File: config.mk
export PLATFORM = sky130hd
export DESIGN_NAME = static_nat_address_rewrite_flat
export DESIGN_NICKNAME = d
export VERILOG_FILES = /design/src/rtl/core/snat_pkg.sv /design/src/rtl/core/snat_ifs.sv /design/src/rtl/core/snat_ram.sv /design/src/rtl/core/static_nat_address_rewrite.sv /design/src/flat_wrapper.sv
export SDC_FILE = /design/constraint.sdc
export NUM_CORES = 1
export LEC_CHECK = 0
export BUFFER_PORTS_ARGS = -buffer_cell sky130_fd_sc_hd__buf_2
export CORE_MARGIN = 5
export CORE_UTILIZATION = 40
export CTS_CLUSTER_DIAMETER = 60
export DETAILED_ROUTE_END_ITERATION = 12
export REMOVE_ABC_BUFFERS = 1
export SLEW_MARGIN = 40
export SYNTH_ARGS = -nofsm -noshare
export SYNTH_HDL_FRONTEND = slang
export SYNTH_SLANG_ARGS = --single-unit
File: constraint.sdc
create_clock -name clk -period 9.6 [get_ports clk]
set_clock_uncertainty 0.2 [all_clocks]
set_input_delay 0.48 -clock clk [delete_from_list [all_inputs] [get_ports clk]]
set_output_delay 0.48 -clock clk [all_outputs]
set_load 0.05 [all_outputs]
File: src/rtl/core/snat_pkg.sv
`default_nettype none
package snat_pkg;

	localparam int TABLE_DEPTH = 16;
	localparam int IDX_W = (TABLE_DEPTH > 1) ? $clog2(TABLE_DEPTH) : 1;
	localparam int CNT_W = $clog2(TABLE_DEPTH + 1);

	localparam int ADDR_W = 32;
	localparam int CSUM_W = 16;
	localparam int MODE_W = 2;
	localparam int ACT_W = 5;
	localparam int HIT_IDX_W = 4;

	localparam logic [MODE_W-1:0] MODE_LOAD = 2'd0;
	localparam logic [MODE_W-1:0] MODE_INBOUND = 2'd1;
	localparam logic [MODE_W-1:0] MODE_OUTBOUND = 2'd2;

	typedef struct packed {
		logic [ADDR_W-1:0] ins_addr;
		logic [ADDR_W-1:0] outs_addr;
	} entry_t;

	typedef enum logic [3:0] {
		ST_IDLE = 4'b0001,
		ST_SCAN = 4'b0010,
		ST_CSUM = 4'b0100,
		ST_DONE = 4'b1000
	} state_t;

	// Ones' complement add of one halfword with end-around carry.
	function automatic logic [CSUM_W-1:0] oc_add(input logic [CSUM_W-1:0] a,
		input logic [CSUM_W-1:0] b);
		logic [CSUM_W:0] s;
		s = {1'b0, a} + {1'b0, b};
		return s[CSUM_W-1:0] + {{(CSUM_W-1){1'b0}}, s[CSUM_W]};
	endfunction

endpackage
`default_nettype wire

File: src/rtl/core/snat_ifs.sv
`default_nettype none
interface snat_item_if;
	import snat_pkg::*;
	logic valid;
	logic ready;
	logic [MODE_W-1:0] mode;
	logic [3:0] entry_index;
	logic [ADDR_W-1:0] inside_addr;
	logic [ADDR_W-1:0] outside_addr;
	logic [ADDR_W-1:0] src_addr;
	logic [ADDR_W-1:0] dst_addr;
	logic [CSUM_W-1:0] header_checksum;

	modport source (output valid, mode, entry_index, inside_addr, outside_addr,
		src_addr, dst_addr, header_checksum, input ready);
	modport sink (input valid, mode, entry_index, inside_addr, outside_addr,
		src_addr, dst_addr, header_checksum, output ready);
	modport mon (input valid, ready, mode, entry_index, inside_addr, outside_addr,
		src_addr, dst_addr, header_checksum);
endinterface

interface snat_result_if;
	import snat_pkg::*;
	logic valid;
	logic ready;
	logic [ADDR_W-1:0] new_src_addr;
	logic [ADDR_W-1:0] new_dst_addr;
	logic [CSUM_W-1:0] new_checksum;
	logic hit;
	logic [HIT_IDX_W-1:0] hit_index;

	modport source (output valid, new_src_addr, new_dst_addr, new_checksum, hit,
		hit_index, input ready);
	modport sink (input valid, new_src_addr, new_dst_addr, new_checksum, hit,
		hit_index, output ready);
	modport mon (input valid, ready, new_src_addr, new_dst_addr, new_checksum, hit,
		hit_index);
endinterface

interface snat_cfg_if;
	import snat_pkg::*;
	logic valid;
	logic ready;
	logic [ACT_W-1:0] data;

	modport source (output valid, data, input ready);
	modport sink (input valid, data, output ready);
	modport mon (input valid, ready, data);
endinterface
`default_nettype wire

File: src/rtl/core/snat_ram.sv
`default_nettype none
module snat_ram #(
	parameter int WIDTH = 64,
	parameter int DEPTH = 16
) (
	input wire logic clk,
	input wire logic we,
	input wire logic [((DEPTH > 1) ? $clog2(DEPTH) : 1)-1:0] waddr,
	input wire logic [WIDTH-1:0] wdata,
	input wire logic re,
	input wire logic [((DEPTH > 1) ? $clog2(DEPTH) : 1)-1:0] raddr,
	output logic [WIDTH-1:0] rdata
);
	logic [WIDTH-1:0] mem [DEPTH];

	always_ff @(posedge clk) begin
		if (we) begin
			mem[waddr] <= wdata;
		end
		if (re) begin
			rdata <= mem[raddr];
		end
	end
endmodule
`default_nettype wire

File: src/rtl/core/static_nat_address_rewrite.sv
// Flow, accept to result valid: a load item, mode three, or a lookup with no active
//   entry goes straight to done; a lookup that misses scans all n active entries;
//   a lookup that hits at entry k scans up to k, then runs four checksum adds.
// Items: one in flight; a new item is taken only in the idle state, once the result
//   is registered; the table scan reads one entry a cycle from the table RAM's single read port.
// Reset: arst_n clears sequencer, active count and output valid; table stays undefined.
`default_nettype none
module static_nat_address_rewrite (
	input wire logic clk,
	input wire logic arst_n,
	snat_item_if.sink item,
	snat_result_if.source result,
	snat_cfg_if.sink cfg
);
	import snat_pkg::*;

	state_t state_q;
	logic [ACT_W-1:0] active_q;

	// Item context held for the whole lookup
	logic [MODE_W-1:0] mode_q;
	logic [ADDR_W-1:0] src_q;
	logic [ADDR_W-1:0] dst_q;
	logic [CSUM_W-1:0] hc_q;
	logic hit_q;
	logic [IDX_W-1:0] hit_idx_q;

	// Scan control
	logic [CNT_W-1:0] rd_ptr_q;
	logic cmp_v_q;
	logic [IDX_W-1:0] cmp_idx_q;

	// Checksum sequencer
	logic [ADDR_W-1:0] old_q;
	logic [ADDR_W-1:0] new_q;
	logic [1:0] step_q;
	logic [CSUM_W-1:0] acc_q;

	// Output register
	logic res_valid_q;
	logic [ADDR_W-1:0] res_src_q;
	logic [ADDR_W-1:0] res_dst_q;
	logic [CSUM_W-1:0] res_hc_q;
	logic res_hit_q;
	logic [HIT_IDX_W-1:0] res_idx_q;

	logic item_acc;
	logic [CNT_W-1:0] n_cnt;
	logic issue;
	logic is_lookup;
	logic tbl_we;
	entry_t tbl_wdata;
	entry_t tbl_rdata;
	logic inbound_q;
	logic key_eq;
	logic match;
	logic [CSUM_W-1:0] opnd;
	logic [CSUM_W-1:0] acc_d;
	logic res_free;

	assign cfg.ready = 1'b1;
	assign item.ready = (state_q == ST_IDLE);
	assign item_acc = item.valid && item.ready;

	// Clamp the active count to the table depth
	assign n_cnt = (32'(active_q) > TABLE_DEPTH) ? CNT_W'(TABLE_DEPTH) : CNT_W'(active_q);

	assign is_lookup = (item.mode == MODE_INBOUND) || (item.mode == MODE_OUTBOUND);

	// Load slots past the table are dropped
	assign tbl_we = item_acc && (item.mode == MODE_LOAD)
		&& (32'(item.entry_index) < TABLE_DEPTH);
	assign tbl_wdata = '{ins_addr: item.inside_addr, outs_addr: item.outside_addr};

	assign issue = (state_q == ST_SCAN) && (rd_ptr_q < n_cnt);

	snat_ram #(
		.WIDTH($bits(entry_t)),
		.DEPTH(TABLE_DEPTH)
	) u_table (
		.clk(clk),
		.we(tbl_we),
		.waddr(IDX_W'(item.entry_index)),
		.wdata(tbl_wdata),
		.re(issue),
		.raddr(rd_ptr_q[IDX_W-1:0]),
		.rdata(tbl_rdata)
	);

	// Inbound matches the destination on the outside half, outbound the source
	// on the inside half.
	assign inbound_q = (mode_q == MODE_INBOUND);
	assign key_eq = inbound_q ? (tbl_rdata.outs_addr == dst_q) : (tbl_rdata.ins_addr == src_q);
	assign match = (state_q == ST_SCAN) && cmp_v_q && key_eq;

	// Shared ones' complement adder: one halfword per step, after ~HC seeds the sum
	always_comb begin
		case (step_q)
			2'd0: opnd = ~old_q[ADDR_W-1:CSUM_W];
			2'd1: opnd = ~old_q[CSUM_W-1:0];
			2'd2: opnd = new_q[ADDR_W-1:CSUM_W];
			2'd3: opnd = new_q[CSUM_W-1:0];
			default: opnd = '0;
		endcase
	end
	assign acc_d = oc_add(acc_q, opnd);

	assign res_free = !res_valid_q || result.ready;

	always_ff @(posedge clk or negedge arst_n) begin
		if (!arst_n) begin
			state_q <= ST_IDLE;
			active_q <= '0;
			cmp_v_q <= 1'b0;
			rd_ptr_q <= '0;
			step_q <= '0;
			hit_q <= 1'b0;
			res_valid_q <= 1'b0;
		end else begin
			if (cfg.valid && cfg.ready) begin
				active_q <= cfg.data;
			end

			if (state_q == ST_DONE && res_free) begin
				res_valid_q <= 1'b1;
			end else if (result.ready) begin
				res_valid_q <= 1'b0;
			end

			case (state_q)
				ST_IDLE: begin
					if (item_acc) begin
						hit_q <= 1'b0;
						rd_ptr_q <= '0;
						cmp_v_q <= 1'b0;
						step_q <= '0;
						if (is_lookup && (n_cnt != '0)) begin
							state_q <= ST_SCAN;
						end else begin
							state_q <= ST_DONE;
						end
					end
				end
				ST_SCAN: begin
					// Advance the read pointer; the compare follows in the cycle after each read
					cmp_v_q <= issue;
					if (issue) begin
						rd_ptr_q <= rd_ptr_q + 1'b1;
					end
					if (match) begin
						hit_q <= 1'b1;
						cmp_v_q <= 1'b0;
						state_q <= ST_CSUM;
					end else if (!issue) begin
						state_q <= ST_DONE;
					end
				end
				ST_CSUM: begin
					step_q <= step_q + 1'b1;
					if (step_q == 2'd3) begin
						state_q <= ST_DONE;
					end
				end
				ST_DONE: begin
					if (res_free) begin
						state_q <= ST_IDLE;
					end
				end
				default: state_q <= ST_IDLE;
			endcase
		end
	end

	// Payload registers
	always_ff @(posedge clk) begin
		if (item_acc) begin
			mode_q <= item.mode;
			src_q <= item.src_addr;
			dst_q <= item.dst_addr;
			hc_q <= item.header_checksum;
			hit_idx_q <= '0;
			acc_q <= ~item.header_checksum;
		end
		if (match) begin
			hit_idx_q <= cmp_idx_q;
			old_q <= inbound_q ? dst_q : src_q;
			new_q <= inbound_q ? tbl_rdata.ins_addr : tbl_rdata.outs_addr;
		end
		if (state_q == ST_SCAN) begin
			cmp_idx_q <= rd_ptr_q[IDX_W-1:0];
		end
		if (state_q == ST_CSUM) begin
			acc_q <= acc_d;
			if (step_q == 2'd3) begin
				hc_q <= ~acc_d;
				if (inbound_q) begin
					dst_q <= new_q;
				end else begin
					src_q <= new_q;
				end
			end
		end
		if (state_q == ST_DONE && res_free) begin
			res_src_q <= src_q;
			res_dst_q <= dst_q;
			res_hc_q <= hc_q;
			res_hit_q <= hit_q;
			res_idx_q <= HIT_IDX_W'(hit_idx_q);
		end
	end

	assign result.valid = res_valid_q;
	assign result.new_src_addr = res_src_q;
	assign result.new_dst_addr = res_dst_q;
	assign result.new_checksum = res_hc_q;
	assign result.hit = res_hit_q;
	assign result.hit_index = res_idx_q;

endmodule
`default_nettype wire

File: src/flat_wrapper.sv
// flat-port wrapper written by rule: the top's interface ports become plain ports
module static_nat_address_rewrite_flat import snat_pkg::*;
  (clk, arst_n, item_valid, item_mode, item_entry_index, item_inside_addr, item_outside_addr, item_src_addr, item_dst_addr, item_header_checksum, item_ready, result_valid, result_new_src_addr, result_new_dst_addr, result_new_checksum, result_hit, result_hit_index, result_ready, cfg_valid, cfg_data, cfg_ready);
  snat_item_if item_i ();
  snat_result_if result_i ();
  snat_cfg_if cfg_i ();
  input wire logic clk;
  input wire logic arst_n;
  input wire logic [$bits(item_i.valid)-1:0] item_valid;
  input wire logic [$bits(item_i.mode)-1:0] item_mode;
  input wire logic [$bits(item_i.entry_index)-1:0] item_entry_index;
  input wire logic [$bits(item_i.inside_addr)-1:0] item_inside_addr;
  input wire logic [$bits(item_i.outside_addr)-1:0] item_outside_addr;
  input wire logic [$bits(item_i.src_addr)-1:0] item_src_addr;
  input wire logic [$bits(item_i.dst_addr)-1:0] item_dst_addr;
  input wire logic [$bits(item_i.header_checksum)-1:0] item_header_checksum;
  output wire logic [$bits(item_i.ready)-1:0] item_ready;
  output wire logic [$bits(result_i.valid)-1:0] result_valid;
  output wire logic [$bits(result_i.new_src_addr)-1:0] result_new_src_addr;
  output wire logic [$bits(result_i.new_dst_addr)-1:0] result_new_dst_addr;
  output wire logic [$bits(result_i.new_checksum)-1:0] result_new_checksum;
  output wire logic [$bits(result_i.hit)-1:0] result_hit;
  output wire logic [$bits(result_i.hit_index)-1:0] result_hit_index;
  input wire logic [$bits(result_i.ready)-1:0] result_ready;
  input wire logic [$bits(cfg_i.valid)-1:0] cfg_valid;
  input wire logic [$bits(cfg_i.data)-1:0] cfg_data;
  output wire logic [$bits(cfg_i.ready)-1:0] cfg_ready;
  assign item_i.valid = item_valid;
  assign item_i.mode = item_mode;
  assign item_i.entry_index = item_entry_index;
  assign item_i.inside_addr = item_inside_addr;
  assign item_i.outside_addr = item_outside_addr;
  assign item_i.src_addr = item_src_addr;
  assign item_i.dst_addr = item_dst_addr;
  assign item_i.header_checksum = item_header_checksum;
  assign item_ready = item_i.ready;
  assign result_valid = result_i.valid;
  assign result_new_src_addr = result_i.new_src_addr;
  assign result_new_dst_addr = result_i.new_dst_addr;
  assign result_new_checksum = result_i.new_checksum;
  assign result_hit = result_i.hit;
  assign result_hit_index = result_i.hit_index;
  assign result_i.ready = result_ready;
  assign cfg_i.valid = cfg_valid;
  assign cfg_i.data = cfg_data;
  assign cfg_ready = cfg_i.ready;
  static_nat_address_rewrite u_core (.clk(clk), .arst_n(arst_n), .item(item_i), .result(result_i), .cfg(cfg_i));
endmodule
==> flow_summary.ini <==
[status]
status = finished clean

[floorplan]
die-height_microns = 374
ios = 248
fp.dieArea_sq_um = 140000
rows = 133
start_util = 0.403
fp.dieW_microns = 374
core_area_sq_um = 132000

[setup_path]
r2r_setup_slack_ns = 4.30
worstPathCellList = inv_1 -> ha_1 -> nand2_1 -> o21ai_0 -> a21oi_1 -> mux2i_1 -> ha_1 -> inv_1 -> fa_1 -> nand3b_1 -> a21oi_1 -> nor2_1 -> o211ai_1 -> a21o_1 -> a21o_1 -> ha_1 -> ha_1 -> and2_1 -> nand4_1 -> nor3_2 -> xor2_1 -> mux2i_1
crit_path_max_fanout = 16
arrival_ns = 5.57
crit_required_ns = 9.87
endpoint_kind = register
r2r-end = u_core.acc_q[14]
critical_path_class = reg2reg
cp-start-kind = register
r2r_cells = 22
slowest_delay_ns = 0.54
r2r-start = u_core.step_q[0]
slowest_stage = ha_1
crit_top_cell = ha_1

[route]
dr.max_layer_used = met5
num_vias = 27917
wl_microns = 142000
post_drt_wl_per_cell_microns = 28.0
wl_met2_microns = 65700
viasPerCell = 5.50
firstDrtPassIters = 7
met1Wirelength_microns = 58800
remaining_drc_errors = 0
dr_wl_met3_microns = 14300
dr.first_iter.drc_count = 2546
ant_nets = 0

[yosys]
synthCells = 2708
synth_edf_count = 1263
synth_area_leaders = edfxtp_1, mux4_2, dfxtp_1
yosys.area.top_type = edfxtp_1
synthesis.area_sq_um = 53100
syn_avg_cell_area_sq_um = 19.6
synth_warnings = 0
synth_top_area_share = 0.714
yosys.cell_types.count = 66
yosysMostFrequentCell = edfxtp_1
synthFlopType = edfxtp_1
ys_seq_elements = 1362
async_flop_share = 0.0140
yosysSeqAreaShare = 0.753
synthTopCellsByCount = edfxtp_1, nand2_1, mux4_2, o21ai_0, mux2i_1

[layout]
stdcell_count = 5072
drive_gt1_frac = 0.268
fillers = 10728
seq_area_sq_um = 40000
multi_input_area_sq_um = 12700
area_growth_pct = 18.7
nNetsFinal = 3386

[timing]
max_slew_margin = 0.423
setup_viol = 0
fmax_mhz = 189
tightest_slew_ns = 0.866
hold_viol_final = 0
period_needed_ns = 5.30
slew_viol_final = 0
period_share = 0.552
setup_tns_ns = 0
rsz0062_at_grt = no

[clock_network]
cts_tree = built
clkSinkCount = 1362
cts_made_buffers = 145
h-tree-depth = 4
cts_resized = 0
clockBufferDepth = 3
clock_latency_ns = 0.76
clockRootBuffer = clkbuf_16
clk_pin_slew_ns = 0.07

[placement]
dpl.cell_count = 4642
io_buffer_count = 246
place_congestion = 0.859
dp_hpwl_microns = 85800

[global_routing]
grt_first_pass_wirelength_microns = 204000
antenna_found_initial = 14
grt_max_degree = 66
gr-total-overflow = 0
grt_use_total = 0.200
grt_pass1_vias = 28585

[hold_path]
hold_class = in2async

[pwr]
power.density_nw_per_um2 = 251
power.leakage_nw = 20.6
peakVddDrop_mv = 0.149

[job]
maxCapViolations = 0
[worst max-delay path, delay by kind of cell, from the launching register on]
family	cells	cell delay (ns)
adder cells (fa/ha/maj)	5	1.58
AND/OR/NAND/NOR	6	1.11
AO/OA/AOI/OAI	6	1.06
flip-flops	1	0.41
multiplexers	2	0.26
XOR/XNOR	1	0.21
buffers and inverters	2	0.20
[how the worst max path moves through the flow]
| stage | start | endpoint | slack, ns | cells past startpoint |
|---|---|---|---|---|
| detailed placement | u_core.step_q[0] | u_core.acc_q[14] | 4.30 | 22 |
| CTS | u_core.step_q[0] | u_core.acc_q[14] | 4.28 | 22 |
| global placement | u_core.step_q[0] | u_core.acc_q[14] | 4.34 | 19 |
| finish | u_core.step_q[0] | u_core.acc_q[14] | 4.30 | 22 |
| floorplan | u_core.rd_ptr_q[0] | u_core.rd_ptr_q[3] | -1.96 | 10 |
| global route | u_core.step_q[0] | u_core.acc_q[14] | 3.85 | 22 |
[power breakdown]
group	internal, mW	leakage [nW]	switching (mW)
combinational	1.34	6.02	1.64
sequential	6.98	12.3	0.504
clock	3.05	2.24	2.33
total	11.4	20.6	4.47
[logic make-up after synthesis]
family | count (synthesis) | synth area share
AO/OA/AOI/OAI | 182 | 0.0195
XOR/XNOR | 91 | 0.0150
adder cells (fa/ha/maj) | 31 | 0.00745
buffers and inverters | 141 | 0.0107
flip-flops | 1362 | 0.753
multiplexers | 418 | 0.154
other | 1 | 0.0000706
AND/OR/NAND/NOR | 482 | 0.0394
[layer usage]
metal,vias to the layer above,GRT usage
met5,-,0
met4,10,0.0484
met3,192,0.0647
met2,1266,0.307
met1,14597,0.281
li1,11852,-
[final cells by class]
class / instances / share of cell area
Antenna cell: 5 / 0.000198
Clock buffer: 178 / 0.0610
Clock inverter: 86 / 0.0123
Inverter: 16 / 0.00101
Multi-Input combinational cell: 1205 / 0.201
Sequential cell: 1362 / 0.635
Tap cell: 1755 / 0.0348
Timing Repair Buffer: 465 / 0.0546
[placed cells by master (no fill, tap or decap), types with 20 or more instances in the layout]
master            n
o21ai_0         100
clkbuf_1         26
dfxtp_1          80
edfxtp_1       1263
nor2_1           31
ha_1             29
clkinv_2         24
buf_4            35
clkinv_1         31
clkbuf_16       147
a21oi_1          38
buf_2           246
xnor2_1          47
dlygate4sd3_1   160
xor2_1           44
nand2_1         341
mux2i_1          90
nand4_1          20
mux4_2          320
[flip-flops by register name, indices dropped and copies added, names as in the netlist, 2 cells and up]
register                    flops
u_core.dst_q                   32
u_core.u_table.rdata           64
u_core.step_q                   2
u_core.result.new_dst_addr     32
u_core.acc_q                   16
u_core.src_q                   32
u_core.result.new_checksum     16
u_core.active_q                 5
u_core.result.hit_index         4
u_core.mode_q                   2
u_core.rd_ptr_q                 5
u_core.hc_q                    16
u_core.cmp_idx_q                4
u_core.hit_idx_q                4
u_core.new_q                   32
u_core.state_q                  4
u_core.result.new_src_addr     32
u_core.old_q                   32
u_core.u_table.mem           1024
[per-stage QoR]
step	util	worst slack (ns)	power, mW	hold slack, ns	instance area [sq um]
6_report	0.479	4.30	15.8	0.0391	63000
5_1_grt	0.479	3.85	16.5	0.0606	63000
4_1_cts	0.479	4.28	15.9	0.000403	63000
3_5_place_dp	0.431	4.30	10.5	0.216	56800
3_3_place_gp	0.430	4.34	10.4	0.220	56600
2_1_floorplan	-	-1.96	10.0	-0.0156	52600
[what timing repair did]
| item | 4_1_cts | 5_1_grt |
|---|---|---|
| hold buffers | 160 | 0 |
| hold endpoints to repair | 1148 | 0 |
| setup buffers | 0 | 0 |
No activity file was read; power rests on OpenSTA's default activity.
